===== src/hw/rtl/vlmrq_pkg.sv =====
// Shared types, codes and defaults for the message ring queue.
package vlmrq_pkg;

  localparam int SLOTS_DEF     = 16;
  localparam int MAX_BYTES_DEF = 64;

  // Register reset values
  localparam logic [4:0] SLOTS_IN_USE_RST = 5'd16;
  localparam logic [6:0] MAX_BYTES_RST    = 7'd64;

  // Configuration register indexes
  localparam logic CFG_SLOTS_IN_USE = 1'b0;
  localparam logic CFG_MAX_BYTES    = 1'b1;

  typedef enum logic [2:0] {
    ST_OK      = 3'd0,
    ST_BAD_LEN = 3'd1,
    ST_FULL    = 3'd2,
    ST_EMPTY   = 3'd3,
    ST_SMALL   = 3'd4
  } status_t;

  typedef enum logic [1:0] {
    S_IDLE,
    S_RX_LEN,
    S_RX_STREAM
  } state_t;

  // Controller -> datapath
  typedef struct packed {
    logic accept_send;
    logic accept_rx;
    logic rx_fail_empty;
    logic rx_fail_small;
    logic rx_zero;
    logic rx_begin;
    logic rx_issue;
  } cmd_t;

  // Datapath -> controller
  typedef struct packed {
    logic empty;
    logic too_small;
    logic zero_len;
    logic stream_last;
  } dp_stat_t;

endpackage


===== src/hw/rtl/vlmrq_ctrl.sv =====
// Controller state machine: request acceptance and receive sequencing.
module vlmrq_ctrl
  import vlmrq_pkg::*;
(
  input  logic     clk,
  input  logic     rst,
  input  logic     start,
  input  logic     operation,
  input  dp_stat_t stat,
  output cmd_t     cmd,
  output logic     busy
);

  state_t state, state_next;

  always_ff @(posedge clk) begin
    if (rst) begin
      state <= S_IDLE;
    end else begin
      state <= state_next;
    end
  end

  always_comb begin
    state_next = state;
    cmd        = '0;
    busy       = 1'b1;
    unique case (state)
      S_IDLE: begin
        busy = 1'b0;
        if (start) begin
          if (operation) begin
            cmd.accept_rx = 1'b1;
            state_next    = S_RX_LEN;
          end else begin
            cmd.accept_send = 1'b1;
          end
        end
      end
      S_RX_LEN: begin
        priority if (stat.empty) begin
          cmd.rx_fail_empty = 1'b1;
          state_next        = S_IDLE;
        end else if (stat.too_small) begin
          cmd.rx_fail_small = 1'b1;
          state_next        = S_IDLE;
        end else if (stat.zero_len) begin
          cmd.rx_zero = 1'b1;
          state_next  = S_IDLE;
        end else begin
          cmd.rx_begin = 1'b1;
          state_next   = S_RX_STREAM;
        end
      end
      S_RX_STREAM: begin
        cmd.rx_issue = 1'b1;
        if (stat.stream_last) begin
          state_next = S_IDLE;
        end
      end
      default: begin
        state_next = S_IDLE;
      end
    endcase
  end

endmodule


===== config.mk =====
export PLATFORM = sky130hd
export DESIGN_NAME = vlmrq_ctrl
export DESIGN_NICKNAME = d
export VERILOG_FILES = /design/src/hw/rtl/vlmrq_pkg.sv /design/src/hw/rtl/vlmrq_ctrl.sv
export SDC_FILE = /design/constraint.sdc
export NUM_CORES = 1
export LEC_CHECK = 0
export ABC_AREA = 0
export CAP_MARGIN = 20
export CORE_AREA = 2 2 39 41
export CTS_CLUSTER_DIAMETER = 50
export DETAILED_ROUTE_END_ITERATION = 10
export DIE_AREA = 0 0 41 43
export DONT_BUFFER_PORTS = 1
export GPL_TIMING_DRIVEN = 0
export PLACE_DENSITY = 0.31
export SYNTH_ARGS = -nofsm -noshare
export SYNTH_HDL_FRONTEND = slang
export SYNTH_SLANG_ARGS = --single-unit

===== constraint.sdc =====
create_clock -name clk -period 2.8 [get_ports clk]
set_clock_uncertainty 0.2 [all_clocks]
set_input_delay 0.56 -clock clk [delete_from_list [all_inputs] [get_ports clk]]
set_output_delay 0.56 -clock clk [all_outputs]
set_load 0.03 [all_outputs]

---- After elaboration in Yosys (flattened, before gate mapping) ----
Cells that the tools add are included.
W data, S select, Z words.
operators by class
  add/sub/neg operators ................... 0
  multipliers ............................. 0
  divide/modulo/power cells ............... 0
  order comparisons ....................... 0
  equality and inequality tests ........... 5
  shifts and indexed selects .............. 0
  mux-type cells .......................... 20
  bitwise operators ....................... 0
  reduce and logical (&&, ||, !) cells .... 2
operators by type and width
  operator              number
  $mux W2               9
  $mux W1               8
  $ne A2 B2 Y1 const B  3
  $pmux W2 S3           1
  $mux W4               1
  $mux W3               1
  $reduce_and A3 Y1     1
  $eq A2 B1 Y1 const B  1
  $eq A2 B2 Y1 const B  1
  $logic_not A2 Y1      1
storage, ports and cells
  flip-flop bits (word level) ............. 2
  bits in latches ......................... 0
  memory bits (writable) .................. 0
  ROM bits ................................ 0
  bits of input ports ..................... 8
  memories ................................ 0

---- Depth between registers and ports, before layout ----
  word-level depth ........................ 4
  mapped depth ............................ 3

---- Worst setup path after synthesis ----
OpenSTA, ideal clock, no wires.
  kind .................................... input to output
  start ................................... input port operation
  end ..................................... output port cmd[6] (netlist bit)
  arrival time ............................ 1600 ps
  path slack .............................. 440 ps
  stages .................................. 1
  path through ............................ nor4b_1
on the way
  word-level cells in the longest chain between the ends .. 3
ends and longest elaborated chain
  what             RTL line          source
  start, declared  vlmrq_ctrl.sv:8   input logic operation,
  $mux W1          vlmrq_ctrl.sv:32  if (operation) begin
  $mux W2          vlmrq_ctrl.sv:31  if (start) begin
  $mux W2          vlmrq_ctrl.sv:28  unique case (state)
  end, declared    vlmrq_ctrl.sv:10  output cmd_t cmd,
Every way passes these cells.

==> summary.md <==
| Metric | Value |
|---|---|
| Run status | completed |
| Count of final setup violators | 0 |
| Highest layer used for signal routing | met3 |
| Full die area | 1763 um^2 |
| Global route overflow | 0 |
| Number of remaining DRC errors | 0 |
| Detailed route wirelength on metal3 | 76 um |
| Slew of the pin with the lowest slew margin | around 0.54 ns |
| Share of cells above drive strength 1 | 52.38% |
| Initial antenna violation count | 0 |
| Vertical die dimension | 43 um |
| Fin Setup TNS | 0 ns |
| Data required time at the worst endpoint | around 2 ns |
| Worst Setup Start Kind | register |
| Worst-case headroom to the max-slew limit | a little under two thirds |
| Post-synthesis register bit count | 2 |
| P_leak | 0.00009711 uW |
| Total length of routed wires | 427 um |
| Clock tree from TritonCTS | built |
| Setup repair after global routing missed its margin | no |
| Clk root buf | clkbuf_4 |
| Pin count of the biggest net entering global routing | 8 |
| Total clock buffers created by CTS | 3 |
| Register share of total power | 28.6% |
| Count of TritonRoute iterations in the first routing pass | 2 |
| Synthesized area | 158.9 um^2 |
| Cell Rows | 14 |
| Area of the core | 1384 um^2 |
| Number of vias per cell after detailed routing | 4.270 |
| Number of cells produced by synthesis | 17 |
| Synthesized area divided by synthesized cell count | 9.347 um^2 |
| Unique masters post-synth | 13 |
| Top Registers | state x2 |
| Power density normalized to cell area | just over 500 nW/um^2 |
| Max FFs per register | 2 |
| Number of inserted diodes | 0 |
| Die width | between 40 and 50 um |
| Initial Utilization | 11.48% |
| Combinational group share of total power | 12.1% |
| WL met2 | between 100 and 150 um |
| Placer's final routability congestion estimate | 0.5320 |
| Level count of the clock H-tree | 1 |
| Maximum number of buffers from clock root to sink | 2 |
| Final-layout fill cell count | 158 |
| Routed len/inst | 11.54 um |
| Data arrival time of the worst path | 1.58 ns |
| Post-CTS resize count | 0 |
| Count of antenna-violating nets left after detailed routing | 0 |
| Post-Route M1 WL | approximately 210 um |
| Sw Ratio | 24.37% |
| Number of top-level pins | 16 |
| Via count of the first global-routing pass | 157 |
| Clock Pin Slew Worst Setup and Hold Paths | 0.03 ns |
| Switching Power | approximately 26 uW |
| Internal Pwr Total | 80.66 uW |
| Final cycle utilization of the critical path | approximately 84% |
| I/O Buffers | 0 |
| Number of setup buffers added after CTS | 0 |
| Count of clock tree sinks | 2 |
| Type of the most critical hold path | in -> reg |
| Pins over their slew limit | 0 |
| Overall power | about 110 uW |
| Global-route wire length before repair | 545 um |
| Max Fanout on Critical Path | 7 |
| Total of warnings raised by yosys | 0 |
| Final worst path period need | 2.344 ns |
| Highest Clock Rate | 0.4267 GHz |
| Initial drt markers | 1 |
| Register with the highest flop count | state |
| Max cap viols | 0 |
| Clock network fraction of design power | 59.2% |
| Maximum vdd drop | 0.00008307 V |
| Post-layout nets | 31 |
| Syn-to-layout area delta | 29.92% |
| Clock latency at the later pin of the worst-skew pair | 0.22 ns |
| Total of hold buffers inserted after clock tree synthesis | 0 |
| Sequential element share of the synthesized area | 25.20% |
| Tot GR Track Use | 4.900% |
| Post-Syn Nets | 25 |
| Kind of critical path | reg -> out |
| Endpoint type of the worst setup path | output pin |
| Detailed-route via count | 158 |
| Final Hold Vio Count | 0 |
## stage by stage
stage | area [um^2] | std cells | utilization, % | hold WS [ns] | worst slack (ns)
after floorplan | 158.9 | 17 | - | 0.3947 | 0.4396
after global placement | 178.9 | 33 | 12.93 | 0.4560 | 0.3821
after detailed placement | 183.9 | 34 | 13.29 | 0.4675 | 0.5186
after CTS | 206.4 | 37 | 14.92 | 0.2293 | 0.4313
after global routing | 206.4 | 37 | 14.92 | 0.2352 | 0.3902
final | 206.4 | 37 | 14.92 | 0.2363 | 0.4564
## final cells by class
cell class | count | area (um^2) | share of cell area [%]
timing repair buffer | 1 | 5.005 | 2.424
multi-input combinational | 12 | 103.9 | 50.30
inverter | 2 | 7.507 | 3.636
tap | 16 | 20.02 | 9.697
sequential | 2 | 40.04 | 19.39
clock buffer | 3 | 22.52 | 10.91
buffer | 1 | 7.507 | 3.636
## path summary, 6_finish.rpt
| kind | startpoint | to | slack (ns) | cells past startpoint |
|---|---|---|---|---|
| max | state[1] | cmd[2] | 0.46 | 2 |
| min | rst | state[1] | 0.24 | 1 |
| max reg2reg | state[0] | state[1] | 1.38 | 2 |
| min reg2reg | state[1] | state[1] | 0.49 | 2 |
## cell families (layout without fill, tap and decap cells)
kind of cell,Yosys count,in the layout,synth area share (%)
AND/OR/NAND/NOR,11,11,57.48
buffers and inverters,3,7,9.452
AO/OA/AOI/OAI,1,1,7.873
flip-flops,2,2,25.20
## worst max-delay path, stage by stage, from the launching register on
cell     delay (ns)
dfxtp_1        0.35
or4b_4         0.57
nor2_1         0.44
## power groups by stage
stage / Combinational (uW) / Sequential [uW] / Clock, uW
2_1_floorplan: 11.8 / 30.5 / 0
3_3_place_gp: 12.3 / 30.8 / 0
3_5_place_dp: 13.0 / 31.0 / 0
4_1_cts: 13.0 / 30.6 / 66.8
5_1_grt: 13.8 / 30.8 / 67.6
6_report: 12.9 / 30.5 / 63.2
## layer usage
| metal | vias up | global-route usage, % |
|---|---|---|
| met5 | - | 0 |
| met4 | 0 | 4.000 |
| met3 | 0 | 1.571 |
| met2 | 19 | 5.938 |
| met1 | 68 | 6.667 |
| li1 | 71 | - |
## synthesized netlist by cell type, drive strengths merged
master  number  area share (%)
nor2         3             7.1
dfxtp        2              25
inv          2             4.7
or4b         2              15
and2b        1             5.5
and3         1             3.9
and3b        1             6.3
and4b        1             6.3
and4bb       1             7.9
buf          1             4.7
nor4b        1             5.5
o31ai        1             7.9
## placed cells by master, fill, tap and decap left out, drive strengths merged
master / Yosys / final
clkbuf: 0 / 3
buf: 1 / 2
or4b: 2 / 2
and2b: 1 / 1
nor2: 3 / 3
and4bb: 1 / 1
inv: 2 / 2
nor4b: 1 / 1
o31ai: 1 / 1
dfxtp: 2 / 2
and3b: 1 / 1
and3: 1 / 1
and4b: 1 / 1
(Power assumes the default switching activity.)
